$ cat config.mk
export PLATFORM = sky130hd
export DESIGN_NAME = dcr_div
export DESIGN_NICKNAME = d
export VERILOG_FILES = /design/src/rtl/distance_constraint_relax_assert.svh /design/src/rtl/dcr_div.sv
export SDC_FILE = /design/constraint.sdc
export NUM_CORES = 2
export LEC_CHECK = 0
export BUFFER_PORTS_ARGS = -buffer_cell sky130_fd_sc_hd__buf_2
export CAP_MARGIN = 20
export CORE_UTILIZATION = 63
export CTS_CLUSTER_DIAMETER = 30
export DETAILED_ROUTE_END_ITERATION = 8
export HOLD_SLACK_MARGIN = 0.05
export PLACE_DENSITY = 0.79
export SETUP_SLACK_MARGIN = 0.15
export SYNTH_ARGS = -nofsm -noshare
export SYNTH_HDL_FRONTEND = slang
export SYNTH_SLANG_ARGS = --single-unit
$ cat constraint.sdc
create_clock -name clk -period 3.9 [get_ports clk]
set_input_delay 0.39 -clock clk [delete_from_list [all_inputs] [get_ports clk]]
set_output_delay 0.39 -clock clk [all_outputs]
set_load 0.005 [all_outputs]
$ cat src/rtl/distance_constraint_relax_assert.svh
// Assertion macros used by the top-level RTL of the link relaxation block.
`ifndef DISTANCE_CONSTRAINT_RELAX_ASSERT_SVH
`define DISTANCE_CONSTRAINT_RELAX_ASSERT_SVH

// Consequent checked in the same cycle as the antecedent.
`define DCR_ASSERT_NOW(label, ante, cons) \
  label: assert property (@(posedge clk) disable iff (rst) (ante) |-> (cons)) \
    else $error("distance_constraint_relax: same-cycle check failed");

// Consequent checked in the cycle after the antecedent.
`define DCR_ASSERT_NEXT(label, ante, cons) \
  label: assert property (@(posedge clk) disable iff (rst) (ante) |=> (cons)) \
    else $error("distance_constraint_relax: next-cycle check failed");

`endif

$ cat src/rtl/dcr_div.sv
`timescale 1ns / 1ps
module dcr_div #(
  parameter int NUM_W = 33,
  parameter int DEN_W = 17,
  parameter int SB_W  = 1
) (
  input  logic             clk,
  input  logic             rst,
  input  logic             en,
  input  logic             in_valid,
  input  logic [NUM_W-1:0] num,
  input  logic [DEN_W-1:0] den,
  input  logic [SB_W-1:0]  sb_in,
  output logic             out_valid,
  output logic [NUM_W-1:0] quo,
  output logic [DEN_W-1:0] rem,
  output logic [SB_W-1:0]  sb_out
);

  logic [NUM_W-1:0] v;
  logic [NUM_W-1:0] qn [NUM_W];
  logic [DEN_W-1:0] rm [NUM_W];
  logic [DEN_W-1:0] dn [NUM_W];
  logic [SB_W-1:0]  sb [NUM_W];

  for (genvar k = 0; k < NUM_W; k++) begin : g_stage
    logic             vi;
    logic [NUM_W-1:0] qi;
    logic [DEN_W-1:0] ri;
    logic [DEN_W-1:0] di;
    logic [SB_W-1:0]  si;
    logic [DEN_W:0]   rs;
    logic             ge;

    if (k == 0) begin : g_head
      assign vi = in_valid;
      assign qi = num;
      assign ri = '0;
      assign di = den;
      assign si = sb_in;
    end else begin : g_body
      assign vi = v[k-1];
      assign qi = qn[k-1];
      assign ri = rm[k-1];
      assign di = dn[k-1];
      assign si = sb[k-1];
    end

    assign rs = {ri, qi[NUM_W-1]};
    assign ge = rs >= {1'b0, di};

    always_ff @(posedge clk) begin
      if (rst) begin
        v[k] <= 1'b0;
      end else if (en) begin
        v[k] <= vi;
      end
    end

    always_ff @(posedge clk) begin
      if (en) begin
        qn[k] <= {qi[NUM_W-2:0], ge};
        rm[k] <= ge ? DEN_W'(rs - {1'b0, di}) : rs[DEN_W-1:0];
        dn[k] <= di;
        sb[k] <= si;
      end
    end
  end

  assign out_valid = v[NUM_W-1];
  assign quo       = qn[NUM_W-1];
  assign rem       = rm[NUM_W-1];
  assign sb_out    = sb[NUM_W-1];

endmodule

---- Yosys cells after proc, flatten, opt, wreduce, memory -nomap -nowiden ----
Memories as Yosys holds them, arrays and structs flattened.
Index checks and enable logic that the tools add are counted.
word-level totals
  latch bits .............................. 0
  bits of input ports ..................... 55
  register bits ........................... 33
  RAM bits ................................ 2,244
  output and inout port bits .............. 52
  bits in read-only memories .............. 0
  memories ................................ 4
memory list
  memory  depth  bits a word  rd ports  clocked after memory_dff  wr ports  line           text
  qn      33     33           33        0                         33        dcr_div.sv:21  logic [NUM_W-1:0] qn [NUM_W];
  dn      33     17           32        0                         33        dcr_div.sv:23  logic [DEN_W-1:0] dn [NUM_W];
  rm      33     17           33        0                         33        dcr_div.sv:22  logic [DEN_W-1:0] rm [NUM_W];
  sb      33     1            33        0                         33        dcr_div.sv:24  logic [SB_W-1:0] sb [NUM_W];
cells by class
  $add $sub $neg .......................... 33
  eq/ne operators ......................... 0
  order comparisons ....................... 33
  multiply operators ...................... 0
  bitwise logic cells ..................... 0
  mux-type cells .......................... 35
  div/mod/pow operators ................... 0
  reductions and logical operators ........ 0
  shifts and indexed selects .............. 0
operators with widths
  cell                                                            count
  18-bit by 17-bit greater-or-equal comparator with 1-bit output  32
  17-bit two-way mux                                              33
  17-bit subtractor                                               32
  1-bit by 17-bit greater-or-equal comparator with 1-bit output   1
  1-bit by 17-bit subtractor with 17-bit output                   1
  1-bit two-way mux                                               2

---- Depth between registers and ports, before layout ----
An unclocked memory read counts as a cell.
  word-level depth ........................ 3
  depth in mapped cells ................... 14
  depth with buffers taken out ............ 13

---- Worst setup path after synthesis ----
No wires, ideal clock.
  kind .................................... register to register
  start ................................... mem qn[19][32] (netlist: qn[0][659])
  end ..................................... mem rm[20][8] (netlist: rm[0][348]), data pin
  stages on the path, launching flop included .. 14
  library setup time ...................... 0.260 ns
  setup slack ............................. 0.621 ns
  period minus slack after synthesis ...... 3.279 ns
  arrival time ............................ 3.019 ns
  cells stage by stage .................... edfxtp_1 inv_1 ha_1 inv_1 fa_1 a21o_1 a21oi_2 o21bai_1 a21o_1 a41oi_2 a32oi_2 a211oi_4 buf_12 mux2_4
RTL lines
  what                line
  start: declaration  dcr_div.sv:21
  end: declaration    dcr_div.sv:22

==> results.json <==
{
  "status": "finished, final reports clean",
  "finalNonFillerCells": 10200,
  "vias": 59300,
  "routabilityCongestion": 0.935,
  "cts_root_buf": "clkbuf_16",
  "yosys.area.top_type": "edfxtp_1",
  "synth_ff_type": "edfxtp_1",
  "worstHoldStart": "num[30]",
  "antenna_found_initial": 0,
  "wl_per_cell_um": 19.1,
  "drtIter0Drc": 4830,
  "grt_usage": 0.240,
  "hp-class": "in -> reg",
  "synthArstFlopShare": 0,
  "r2r_cells": 12,
  "die_w_um": 402,
  "cp-end-kind": "flip-flop",
  "synth_cells": 7220,
  "p_int_w": 0.0695,
  "met1_length_mm": 80.2,
  "setup_tns_ns": 0,
  "setup_viol": 0,
  "syn_area_mm2": 0.101,
  "worst_slew_pin_slew_ns": 0.995,
  "via_per_inst": 5.82,
  "fmax_mhz": 273,
  "hold_end": "qn[0][31]$_DFFE_PP_",
  "p_switching_w": 0.0320,
  "critical_path_class": "reg -> reg",
  "htreeDepth": 5,
  "fin_crit_sh": 0.938,
  "netlist.area_leader.share": 0.664,
  "cp_max_fo": 13,
  "synth.avg_cell_area_um2": 13.9,
  "drive_gt1_frac": 0.145,
  "ys_top_cells_by_area": "edfxtp_1 66%, ha_1 6.8%, a21oi_1 2.8%",
  "syn-num-nets": 7853,
  "p_comb_frac": 0.305,
  "routed.top_layer": "met4",
  "cts_buffers": 415,
  "r2r_setup_slack_ns": 0.24,
  "startpoint_type": "flip-flop",
  "required_ns": 4.54,
  "vdd_drop_max_mv": 0.642,
  "num-nets-final": 8420,
  "rows": 146,
  "p_per_area_mw_per_mm2": 855,
  "rr_endpoint": "rm[0][428]$_DFFE_PP_",
  "core_area_mm2": 0.159,
  "overflow": 0,
  "power_frac_seq": 0.355,
  "synth-edff-count": 2227,
  "die_y_um": 402,
  "wl_met3_mm": 10.5,
  "insertion_delay_ns": 0.93,
  "max_slew_margin": 0.337,
  "cts_sinks": 2260,
  "maxCapViolations": 0,
  "cts_tree": "done",
  "drt_first_pass_iters": 6,
  "clkSlewWorstSetupHoldPaths_ns": 0.05,
  "initial_utilization": 0.635,
  "maxSlewViolCount": 0,
  "yosysMostFrequentCell": "edfxtp_1",
  "wl_mm": 195,
  "yosys-top-cells-count": "2227 x edfxtp_1, 726 x inv_1, 554 x a21oi_1, 546 x ha_1, 412 x nor2_1",
  "dpl.hpwl_mm": 126,
  "ys_ff_latch": 2260,
  "p_clk_frac": 0.340,
  "p_sw_frac": 0.316,
  "hold_viol": 0,
  "p_leak_nw": 46.8,
  "total_power_w": 0.102,
  "syn_to_final_growth_pct": 17.9,
  "drc_errors": 0,
  "holdWs_ns": 0.170,
  "io_buffers": 106,
  "grt_pass1_wl_mm": 310,
  "ios": 107,
  "cts_buffer_depth": 4,
  "yosysSeqAreaShare": 0.671,
  "grt_pass1_vias": 60000,
  "grt_max_degree": 99,
  "skew_ns": 0.0481,
  "die_area_mm2": 0.161,
  "met2_length_mm": 97.3,
  "reg2reg_from": "qn[0][824]$_DFFE_PP_",
  "rsz0062_at_grt": "no",
  "ant_nets": 0,
  "ys_types": 99,
  "layout_min_cycle_time_ns": 3.66,
  "placedCellCount": 9374,
  "hold_depth": 2,
  "cp.arrival_ns": 4.30,
  "yosysWarnings": 0
}
-- critical path, cell delays in order, from the launching register on --
cell and delay [ns]:
edfxtp_1 0.38, inv_1 0.07, ha_1 0.18, inv_1 0.06, fa_1 0.41, a21o_1 0.21
a221oi_1 0.55, o211ai_1 0.22, a41o_1 0.33, a2bb2oi_1 0.18, o32ai_2 0.38, buf_4 0.30
o21ai_0 0.11
-- layer usage --
metal	track usage	vias up
met5	0	-
met4	0.0998	0
met3	0.0391	524
met2	0.410	1991
met1	0.307	28600
li1	-	28200
-- area by class of cell --
cell class / count / area [um2]
clock buffer: 460 / 10800
clock inverter: 295 / 2920
timing repair buffer: 267 / 2240
antenna: 1 / 2.50
tap: 2072 / 2590
fill: 9473 / 39800
inverter: 728 / 2730
multi-input combinational: 4115 / 30000
sequential: 2260 / 67500
-- worst max path at each step --
stage	end	from	slack (ns)
3_3_place_gp	rm[0][329]$_DFFE_PP_	dn[0][306]$_DFFE_PP_	0.35
5_1_grt	rm[0][432]$_DFFE_PP_	qn[0][824]$_DFFE_PP_	0.16
3_5_place_dp	rm[0][328]$_DFFE_PP_	dn[0][306]$_DFFE_PP_	0.26
2_1_floorplan	rm[0][348]$_DFFE_PP_	qn[0][659]$_DFFE_PP_	0.62
6_report	rm[0][428]$_DFFE_PP_	qn[0][824]$_DFFE_PP_	0.24
4_1_cts	rm[0][178]$_DFFE_PP_	dn[0][153]$_DFFE_PP_	0.22
-- what timing repair did --
| action | in CTS | in global routing |
|---|---|---|
| setup buffers | 0 | 5 |
| hold endpoints to repair | 122 | 0 |
| hold buffers | 55 | 0 |
| endpoints found under the setup margin | 0 | 71 |
| resized for setup | 0 | 7 |
-- flip-flops by register name, summed over array words and instances, names as in the netlist --
name	count
out_valid	1
dn	544
qn	1089
g_stage.vi	32
rm	561
sb	33
-- through the flow --
step	instance area (um2)	setup WS, ns	util
detailed placement	104000	0.257	0.658
global placement	104000	0.347	0.658
global route	119000	0.160	0.749
CTS	119000	0.223	0.748
finish	119000	0.242	0.749
floorplan	101000	0.621	-
-- power by group through the flow --
stage | logic, W | registers, W | clock network (W)
floorplan | 0.0236 | 0.0350 | 0
global placement | 0.0286 | 0.0363 | 0
detailed placement | 0.0297 | 0.0364 | 0
CTS | 0.0304 | 0.0360 | 0.0351
global route | 0.0342 | 0.0364 | 0.0362
finish | 0.0310 | 0.0360 | 0.0345
-- cells in the final DEF (no fill, tap or decap), drive strengths merged, types with 75 or more instances in the layout --
master / netlist / layout
mux2: 214 / 214
ha: 546 / 546
xnor2: 251 / 251
a31oi: 75 / 75
clkinv: 1 / 156
nor2: 412 / 412
buf: 34 / 212
nand2: 371 / 371
xor2: 170 / 170
inv: 727 / 785
a21oi: 557 / 557
nand3: 90 / 90
o21ai: 365 / 365
edfxtp: 2227 / 2227
clkbuf: 83 / 460
a21o: 199 / 199
-- cell families (layout without fill, tap and decap cells) --
kind of cell,count (synthesis),count (layout),synth area share
AND/OR/NAND/NOR,1254,1254,0.0571
flip-flops,2260,2260,0.671
adder cells (fa/ha/maj),578,578,0.0742
multiplexers,267,267,0.0298
other,0,1,0
AO/OA/AOI/OAI,1595,1595,0.0995
XOR/XNOR,421,421,0.0366
buffers and inverters,845,1750,0.0323
Power figures use the tool's default switching activity.
