File: config.mk
export PLATFORM = sky130hd
export DESIGN_NAME = dcr_sqrt
export DESIGN_NICKNAME = d
export VERILOG_FILES = /design/src/rtl/distance_constraint_relax_assert.svh /design/src/rtl/dcr_pkg.sv /design/src/rtl/dcr_sqrt.sv
export SDC_FILE = /design/constraint.sdc
export NUM_CORES = 2
export LEC_CHECK = 0
export ABC_CLOCK_PERIOD_IN_PS = 4150
export BUFFER_PORTS_ARGS = -buffer_cell sky130_fd_sc_hd__buf_2
export CORE_ASPECT_RATIO = 1.2
export CORE_UTILIZATION = 65
export CTS_BUF_LIST = sky130_fd_sc_hd__clkbuf_8
export CTS_CLUSTER_DIAMETER = 150
export DETAILED_ROUTE_END_ITERATION = 12
export HOLD_SLACK_MARGIN = 0.06
export PLACE_DENSITY = 0.82
export SYNTH_ARGS = -nofsm -noshare
export SYNTH_HDL_FRONTEND = slang
export SYNTH_MEMORY_MAX_BITS = 65536
export SYNTH_SLANG_ARGS = --single-unit
File: constraint.sdc
create_clock -name clk -period 4.15 [get_ports clk]
set_input_delay 0.6225 -clock clk [delete_from_list [all_inputs] [get_ports clk]]
set_output_delay 0.6225 -clock clk [all_outputs]
set_load 0.05 [all_outputs]
File: src/rtl/distance_constraint_relax_assert.svh
// Assertion macros used by the top-level RTL of the link relaxation block.
`ifndef DISTANCE_CONSTRAINT_RELAX_ASSERT_SVH
`define DISTANCE_CONSTRAINT_RELAX_ASSERT_SVH

// Consequent checked in the same cycle as the antecedent.
`define DCR_ASSERT_NOW(label, ante, cons) \
  label: assert property (@(posedge clk) disable iff (rst) (ante) |-> (cons)) \
    else $error("distance_constraint_relax: same-cycle check failed");

// Consequent checked in the cycle after the antecedent.
`define DCR_ASSERT_NEXT(label, ante, cons) \
  label: assert property (@(posedge clk) disable iff (rst) (ante) |=> (cons)) \
    else $error("distance_constraint_relax: next-cycle check failed");

`endif

File: src/rtl/dcr_pkg.sv
`timescale 1ns / 1ps
package dcr_pkg;

  localparam int POS_W     = 32;
  localparam int DLT_W     = 33;
  localparam int MASS_W    = 16;
  localparam int MSUM_W    = 17;
  localparam int REST_W    = 31;
  localparam int ST_W      = 17;
  localparam int TEAR_W    = 31;
  localparam int SQ_W      = 66;
  localparam int ROOT_W    = 33;
  localparam int WNUM_W    = ST_W + MASS_W;
  localparam int W_FRAC    = 16;
  localparam int CAP_EXP   = 62;
  localparam int LANE_LAT  = 6;
  localparam int CFG_IDX_W = 1;
  localparam int CFG_W     = 31;

  localparam logic [ST_W-1:0]   ST_RESET   = 17'h10000;
  localparam logic [TEAR_W-1:0] TEAR_RESET = 31'h7fffffff;

  typedef enum logic [CFG_IDX_W-1:0] {
    CFG_STIFFNESS = 1'b0,
    CFG_TEAR      = 1'b1
  } cfg_idx_t;

  typedef logic signed [POS_W-1:0] pos_t;
  typedef logic signed [DLT_W-1:0] dlt_t;
  typedef logic [MASS_W-1:0]       mass_t;
  typedef logic [REST_W-1:0]       rest_t;
  typedef logic [ST_W-1:0]         wgt_t;

  typedef struct packed {
    pos_t x1;
    pos_t y1;
    pos_t z1;
    pos_t x2;
    pos_t y2;
    pos_t z2;
  } pos6_t;

  typedef struct packed {
    pos6_t pos;
    mass_t m1;
    mass_t m2;
    rest_t rest;
  } item_t;

  typedef struct packed {
    dlt_t  dx;
    dlt_t  dy;
    dlt_t  dz;
    rest_t rest;
    logic  mzero;
  } geo_t;

  typedef struct packed {
    wgt_t  w1;
    wgt_t  w2;
    logic  dneg;
    logic  torn;
    logic  degen;
    dlt_t  dx;
    dlt_t  dy;
    dlt_t  dz;
    pos6_t pos;
  } corr_side_t;

  function automatic logic [DLT_W-1:0] dlt_mag(input dlt_t v);
    logic [DLT_W-1:0] m;
    m = v[DLT_W-1] ? DLT_W'(-v) : DLT_W'(v);
    return m;
  endfunction

endpackage

File: src/rtl/dcr_sqrt.sv
`timescale 1ns / 1ps
module dcr_sqrt #(
  parameter int SB_W = 1
) (
  input  logic                         clk,
  input  logic                         rst,
  input  logic                         en,
  input  logic                         in_valid,
  input  logic [dcr_pkg::SQ_W-1:0]     radicand,
  input  logic [SB_W-1:0]              sb_in,
  output logic                         out_valid,
  output logic [dcr_pkg::ROOT_W-1:0]   root,
  output logic [SB_W-1:0]              sb_out
);
  import dcr_pkg::*;

  localparam int REM_W = ROOT_W + 2;

  logic [ROOT_W-1:0] v;
  logic [SQ_W-1:0]   rad [ROOT_W];
  logic [REM_W-1:0]  rm  [ROOT_W];
  logic [ROOT_W-1:0] rt  [ROOT_W];
  logic [SB_W-1:0]   sb  [ROOT_W];

  for (genvar k = 0; k < ROOT_W; k++) begin : g_stage
    logic              vi;
    logic [SQ_W-1:0]   ri;
    logic [REM_W-1:0]  mi;
    logic [ROOT_W-1:0] ti;
    logic [SB_W-1:0]   si;
    logic [REM_W+1:0]  sh;
    logic [REM_W+1:0]  trial;
    logic              ge;

    if (k == 0) begin : g_head
      assign vi = in_valid;
      assign ri = radicand;
      assign mi = '0;
      assign ti = '0;
      assign si = sb_in;
    end else begin : g_body
      assign vi = v[k-1];
      assign ri = rad[k-1];
      assign mi = rm[k-1];
      assign ti = rt[k-1];
      assign si = sb[k-1];
    end

    assign sh    = {mi, ri[SQ_W-1 -: 2]};
    assign trial = {2'b00, ti, 2'b01};
    assign ge    = sh >= trial;

    always_ff @(posedge clk) begin
      if (rst) begin
        v[k] <= 1'b0;
      end else if (en) begin
        v[k] <= vi;
      end
    end

    always_ff @(posedge clk) begin
      if (en) begin
        rad[k] <= ri << 2;
        rm[k]  <= ge ? REM_W'(sh - trial) : sh[REM_W-1:0];
        rt[k]  <= {ti[ROOT_W-2:0], ge};
        sb[k]  <= si;
      end
    end
  end

  assign out_valid = v[ROOT_W-1];
  assign root      = rt[ROOT_W-1];
  assign sb_out    = sb[ROOT_W-1];

endmodule

==> Word level (Yosys, flattened, before mapping) <==
Memory sizes are Yosys's and may differ from the RTL's.
Index checks and enable logic that the tools add are counted.
{ "totals": {"reg_bits": 33, "output_inout_bits": 35, "input_bits": 71, "ramBits": 4389, "word_cells": 138, "n_memories": 4} }
{ "mem_list": {"columns": ["name", "words", "width", "rd", "rd_clocked_by_memory_dff", "write_ports", "line", "source"], "rows": [
  ["rad", 33, 64, 32, 0, 33, "dcr_sqrt.sv:20", "logic [SQ_W-1:0] rad [ROOT_W];"],
  ["rm", 33, 35, 32, 0, 33, "dcr_sqrt.sv:21", "logic [REM_W-1:0] rm [ROOT_W];"],
  ["rt", 33, 33, 33, 0, 33, "dcr_sqrt.sv:22", "logic [ROOT_W-1:0] rt [ROOT_W];"],
  ["sb", 33, 1, 33, 0, 33, "dcr_sqrt.sv:23", "logic [SB_W-1:0] sb [ROOT_W];"]
]} }
{ "op_classes": {"mux": 35, "add_sub_neg": 33, "order_cmp": 33} }
{ "ops": {"columns": ["cell", "n"], "rows": [
  [">= comparator 37 x 35 -> 1 bit", 32],
  ["two-way mux 35 bit", 33],
  ["subtractor 35 bit", 32],
  ["subtractor 2 x 1 -> 3 bit, second input constant", 1],
  [">= comparator 2 x 1 -> 1 bit, second input constant", 1],
  ["two-way mux 1 bit", 2]
]} }

==> Depth between registers and ports, before layout <==
An unclocked memory read counts as a cell.
{ "depth": {"word_depth": 3, "ltp_mapped": 15, "mapped_depth_nobuf": 13} }

==> Least setup slack after synthesis <==
Ideal clock, no wire load.
{ "synth_path": {"path_type": "flip-flop to flip-flop", "startpoint": "memory rm[0][669] in the netlist's numbering", "endpoint": "memory rm[0][704] in the netlist's numbering, data pin", "path_buffers": 1, "required_ns": 3.890, "slack_ns": 0.689, "period_less_slack_ns": 3.461, "setup_ns": 0.260, "stages_incl_launch_ff": 11, "t_arrival_ns": 3.201, "cell_sequence": "edfxtp_1 -> ha_1 -> a21o_1 -> a21o_1 -> a21oi_1 -> o21ai_0 -> o41ai_1 -> o211ai_1 -> a31oi_1 -> clkbuf_1 -> mux2_2"} }
{ "synth_lines": {"columns": ["item", "line"], "rows": [
  ["start: declaration", "dcr_sqrt.sv:21"]
]} }

==> results by group <==
Synth
  • Synth warnings: 0
  • Async set-or-reset flop fraction in the synthesized netlist: 0%
  • Portion of synthesized cell area occupied by the leading cell type: a little under two thirds
  • Library cell with the largest summed area after synthesis: sky130_fd_sc_hd__edfxtp_1
  • Share of synthesized cell area in full adder, half adder and majority cells: 5.806%
  • Number of flip-flops and latches in the synthesized netlist: 2,750
  • Number of synthesized flops with an enable pin: between 2,000 and 3,000
  • Combinational family with the most area after synthesis: simple AND/OR/NAND/NOR gates
  • Biggest area contributors in the synthesized netlist: sky130_fd_sc_hd__edfxtp_1, sky130_fd_sc_hd__ha_1, sky130_fd_sc_hd__xor2_1, sky130_fd_sc_hd__xnor2_1, sky130_fd_sc_hd__a21oi_1
  • Post-synthesis mux area share: 1.438%
  • Mapped Area: 0.1284 mm^2
  • Post-synthesis share of cell area spent on and, or, nand and nor gates: 10.13%
  • Sequential element share of the synthesized area: 64.04%
  • Post-synth cell types: 94
  • Parity-gate share of the synthesized area counting xor and xnor cells: under 10%
  • Most used DFF post-synth: sky130_fd_sc_hd__edfxtp_1
  • Average instance area after synthesis: 12.91 um^2
  • Synthesized netlist cell count: 9,948
  • Synthesized net count: 10,620
  • Fraction of the mapped netlist area in compound gates: 9.558%

STA
  • Worst setup slack after layout: between 0.2 and 0.3 ns
  • Peak Freq: 0.2569 GHz
  • Setup-failing EPs final: 0
  • RSZ-0062 raised after global routing: false
  • Slew Limit Fails: 0
  • Final Cycle Share: between 90% and 100%
  • Setup Total Neg Slack: 0 ns
  • Hold violation total from the final report: 0
  • Clock period minus worst slack: 3.892 ns
  • Normalized max-slew margin: 14.92%
  • Worst clock skew: 0.07884 ns
  • Worst-margin pin slew: 1.266 ns
  • Min Hold Slack: 0.2100 ns

Global routing
  • Number of antenna violations at the first check in global routing: 3
  • GRT Residual Overflow: 0
  • First-pass GRT wire length: 427,400 um
  • Pin count of the biggest net entering global routing: 143
  • Via count of the first global-routing pass: about 80,000
  • Tot GR Track Use: 27.26%

Detailed routing
  • Routed length per instance: 20.42 um
  • Post-route DRC: 0
  • Number of DRC violations after detailed-routing iteration 0: 6,108
  • Vias: 79,740
  • Antenna viol nets, final: 0
  • Overall routed net length: 274,000 um
  • Number of iterations in the first detailed-routing pass: 9
  • Per-cell via count in the routed design: 5.942

Finish
  • Reg area: 0.08225 mm^2
  • Number of nets in the finished design: 11,150
  • Final design utilization: 72.35%
  • Layout area overhead: 10.52%
  • Fill cell instance count of the final layout: 12,750
  • Final instance area: around 0.14 mm^2
  • Area occupied by multi-input gates: between 0.04 and 0.05 mm^2
  • Fraction of final layout cells sized beyond drive strength 1: 9.567%

Status
  • Result of the run: complete, no violations

Critical path
  • WP data required: around 5.0 ns
  • Critical path startpoint category: register
  • Timing endpoint of the critical path: rm[0][1056]$_DFFE_PP_
  • Setup slack of the most critical reg-to-reg path: 0.26 ns
  • Data arrival time of the critical path: 4.73 ns
  • Worst R2R Path Depth: 11
  • CP Capture Type: register
  • Worst R2R End: rm[0][1056]$_DFFE_PP_
  • Timing startpoint of the critical path: rm[0][1022]$_DFFE_PP_
  • Setup CP Type: reg2reg
  • R2r startpoint: rm[0][1022]$_DFFE_PP_
  • Crit Path Max Fanout: 11

Floorplan
  • Width of the die: 407.8 um
  • Effective utilization at floorplan: 65.46%
  • Core region area: between 0.15 and 0.2 mm^2
  • Count of standard-cell rows: between 150 and 200
  • Die boundary height: 488.9 um
  • Number of I/O pins: 106
  • Die Area: 0.1994 mm^2

CTS
  • TritonCTS Sinks: 2,750
  • H-tree level count: 5
  • Clk root buf: sky130_fd_sc_hd__clkbuf_8
  • Clock latency of the later-clocked register in the worst-skew pair: 1.12 ns
  • Clk slew on worst S/H paths: 0.07 ns
  • Clock buffers created by TritonCTS: 421
  • Maximum buffer depth of the clock tree: 4
  • TritonCTS clock tree: yes
  • Number of gates given a new drive strength after cts: 0

Run
  • Max-cap violations: 0

Place
  • Total half-perimeter wirelength after legalization and detailed placement: 196,600 um
  • Area after DPL: 0.1331 mm^2
  • Port buffer count: roughly 110
  • Worst slack after detailed placement: 0.1555 ns
  • Routability congestion estimate from global placement: roughly 0.95

Pwr
  • P_leak: 0.05498 uW
  • Max IR drop VDD: 414.5 uV
  • Total power per unit cell area: 531.4 mW/mm^2

Hold path
  • Type of the tightest min-delay check: in2reg
report_power, final:
group | switching (uW) | internal [uW]
logic | 9420 | 6850
registers | 2400 | 34900
clock network | 10300 | 11600
critical path: stages, from the launching register on:
cell                       delay [ns]
sky130_fd_sc_hd__edfxtp_1        0.42
sky130_fd_sc_hd__ha_1            0.39
sky130_fd_sc_hd__nand2_1         0.17
sky130_fd_sc_hd__or3_1           0.38
sky130_fd_sc_hd__or4_1           0.51
sky130_fd_sc_hd__o21ai_0         0.34
sky130_fd_sc_hd__or3_1           0.23
sky130_fd_sc_hd__nor3_1          0.07
sky130_fd_sc_hd__nand3b_1        0.09
sky130_fd_sc_hd__and2_1          0.39
sky130_fd_sc_hd__buf_4           0.29
sky130_fd_sc_hd__mux2_2          0.37
cell usage in the layout, fill, tap and decap left out, types with 45 or more instances in the layout:
master	n
sky130_fd_sc_hd__a21o_1	216
sky130_fd_sc_hd__or4_1	63
sky130_fd_sc_hd__xor2_1	462
sky130_fd_sc_hd__nor2_1	616
sky130_fd_sc_hd__inv_1	894
sky130_fd_sc_hd__mux2i_1	45
sky130_fd_sc_hd__o21ai_0	460
sky130_fd_sc_hd__and3_1	67
sky130_fd_sc_hd__nand3_1	183
sky130_fd_sc_hd__nor2b_1	83
sky130_fd_sc_hd__buf_2	104
sky130_fd_sc_hd__nand4_1	93
sky130_fd_sc_hd__o21a_1	126
sky130_fd_sc_hd__nor3_1	272
sky130_fd_sc_hd__clkinv_1	100
sky130_fd_sc_hd__a211oi_1	62
sky130_fd_sc_hd__clkinv_2	53
sky130_fd_sc_hd__o211ai_1	52
sky130_fd_sc_hd__dlygate4sd3_1	73
sky130_fd_sc_hd__nor4_1	153
sky130_fd_sc_hd__or2_2	50
sky130_fd_sc_hd__mux2_2	124
sky130_fd_sc_hd__clkbuf_8	429
sky130_fd_sc_hd__nand2b_1	119
sky130_fd_sc_hd__a21oi_1	643
sky130_fd_sc_hd__a31oi_1	51
sky130_fd_sc_hd__or3_1	121
sky130_fd_sc_hd__xnor2_1	423
sky130_fd_sc_hd__nand2_1	571
sky130_fd_sc_hd__edfxtp_1	2717
sky130_fd_sc_hd__o21bai_1	51
sky130_fd_sc_hd__ha_1	596
sky130_fd_sc_hd__buf_4	124
sky130_fd_sc_hd__o31ai_1	67
how the worst min path moves through the flow:
stage	startpoint	end	cells after the start
finish	radicand[40]	rad[0][40]$_DFFE_PP_	2
global route	radicand[5]	rad[0][5]$_DFFE_PP_	2
CTS	radicand[40]	rad[0][40]$_DFFE_PP_	2
detailed placement	rad[0][941]$_DFFE_PP_	rad[0][1007]$_DFFE_PP_	0
global placement	rad[0][828]$_DFFE_PP_	rad[0][894]$_DFFE_PP_	0
floorplan	rad[0][934]$_DFFE_PP_	rad[0][1000]$_DFFE_PP_	0
metrics by stage:
step / total power, uW / instances
finish: 75430 / 13420
global route: 79000 / 13420
CTS: 75800 / 13420
detailed placement: 53790 / 12600
global placement: 53380 / 12600
floorplan: 48450 / 9948
Yosys cell counts, types with 14 or more instances:
library cell,number
sky130_fd_sc_hd__nand2b_1,119
sky130_fd_sc_hd__o211ai_1,52
sky130_fd_sc_hd__ha_1,596
sky130_fd_sc_hd__nand2_1,571
sky130_fd_sc_hd__or4_1,63
sky130_fd_sc_hd__edfxtp_1,2717
sky130_fd_sc_hd__nand4_1,93
sky130_fd_sc_hd__mux2_2,124
sky130_fd_sc_hd__a21oi_1,643
sky130_fd_sc_hd__xor2_1,462
sky130_fd_sc_hd__and2_1,37
sky130_fd_sc_hd__a21boi_0,30
sky130_fd_sc_hd__nand4b_1,15
sky130_fd_sc_hd__o21bai_1,52
sky130_fd_sc_hd__o21a_1,126
sky130_fd_sc_hd__a31oi_1,53
sky130_fd_sc_hd__or3_1,121
sky130_fd_sc_hd__a41oi_1,15
sky130_fd_sc_hd__o21ai_0,460
sky130_fd_sc_hd__a2111oi_0,15
sky130_fd_sc_hd__dfxtp_1,33
sky130_fd_sc_hd__and3_1,67
sky130_fd_sc_hd__nor3_1,274
sky130_fd_sc_hd__nor2b_1,86
sky130_fd_sc_hd__buf_2,28
sky130_fd_sc_hd__nand3b_1,25
sky130_fd_sc_hd__clkbuf_1,178
sky130_fd_sc_hd__and4_1,18
sky130_fd_sc_hd__inv_1,780
sky130_fd_sc_hd__xnor2_1,423
sky130_fd_sc_hd__a311oi_1,14
sky130_fd_sc_hd__nor3b_1,22
sky130_fd_sc_hd__a211oi_1,62
sky130_fd_sc_hd__o31ai_1,67
sky130_fd_sc_hd__a211o_1,17
sky130_fd_sc_hd__a21o_1,216
sky130_fd_sc_hd__nand3_1,183
sky130_fd_sc_hd__or2_2,50
sky130_fd_sc_hd__nor4_1,153
sky130_fd_sc_hd__nor2_1,616
sky130_fd_sc_hd__o2111ai_1,14
sky130_fd_sc_hd__mux2i_1,45
timing repair:
action,CTS,global route
setup endpoints to repair,0,6
endpoints found under the hold margin,111,0
hold buffers,73,0
buffers inserted,0,1
cell type report:
cell class              count  area share, %
flip-flops and latches   2750          57.94
well taps                2610          2.301
repair buffers            340          2.087
clock inverters           315          1.534
inverters                 783          2.070
clock buffers             429          4.159
multi-input cells        6191          29.90
diodes                      3       0.005289
cells by family after synthesis:
| group | Yosys count |
|---|---|
| DFF | 2750 |
| and+or+nand+nor | 2570 |
| AOI/OAI and AO/OA | 1970 |
| buffers and inverters | 1007 |
| xor gates and xnor gates | 885 |
| adders and majority gates | 596 |
| muxes | 169 |
| other | 1 |
registers in the layout, indices dropped and copies added (netlist names):
signal / flops
g_stage.vi: 32
rad: 1056
sb: 33
rm: 1067
rt: 561
out_valid: 1
metal layers:
layer / GRT usage (%) / share of wire [%] / up-vias
met4: 13.36 / 4.7 / 0
met2: 50.00 / 53 / 2365
met1: 31.26 / 38 / 38640
met5: 0 / 0 / -
li1: - / - / 38050
met3: 3.792 / 4.4 / 691
Note: power is estimated with default switching activity, not from simulation.
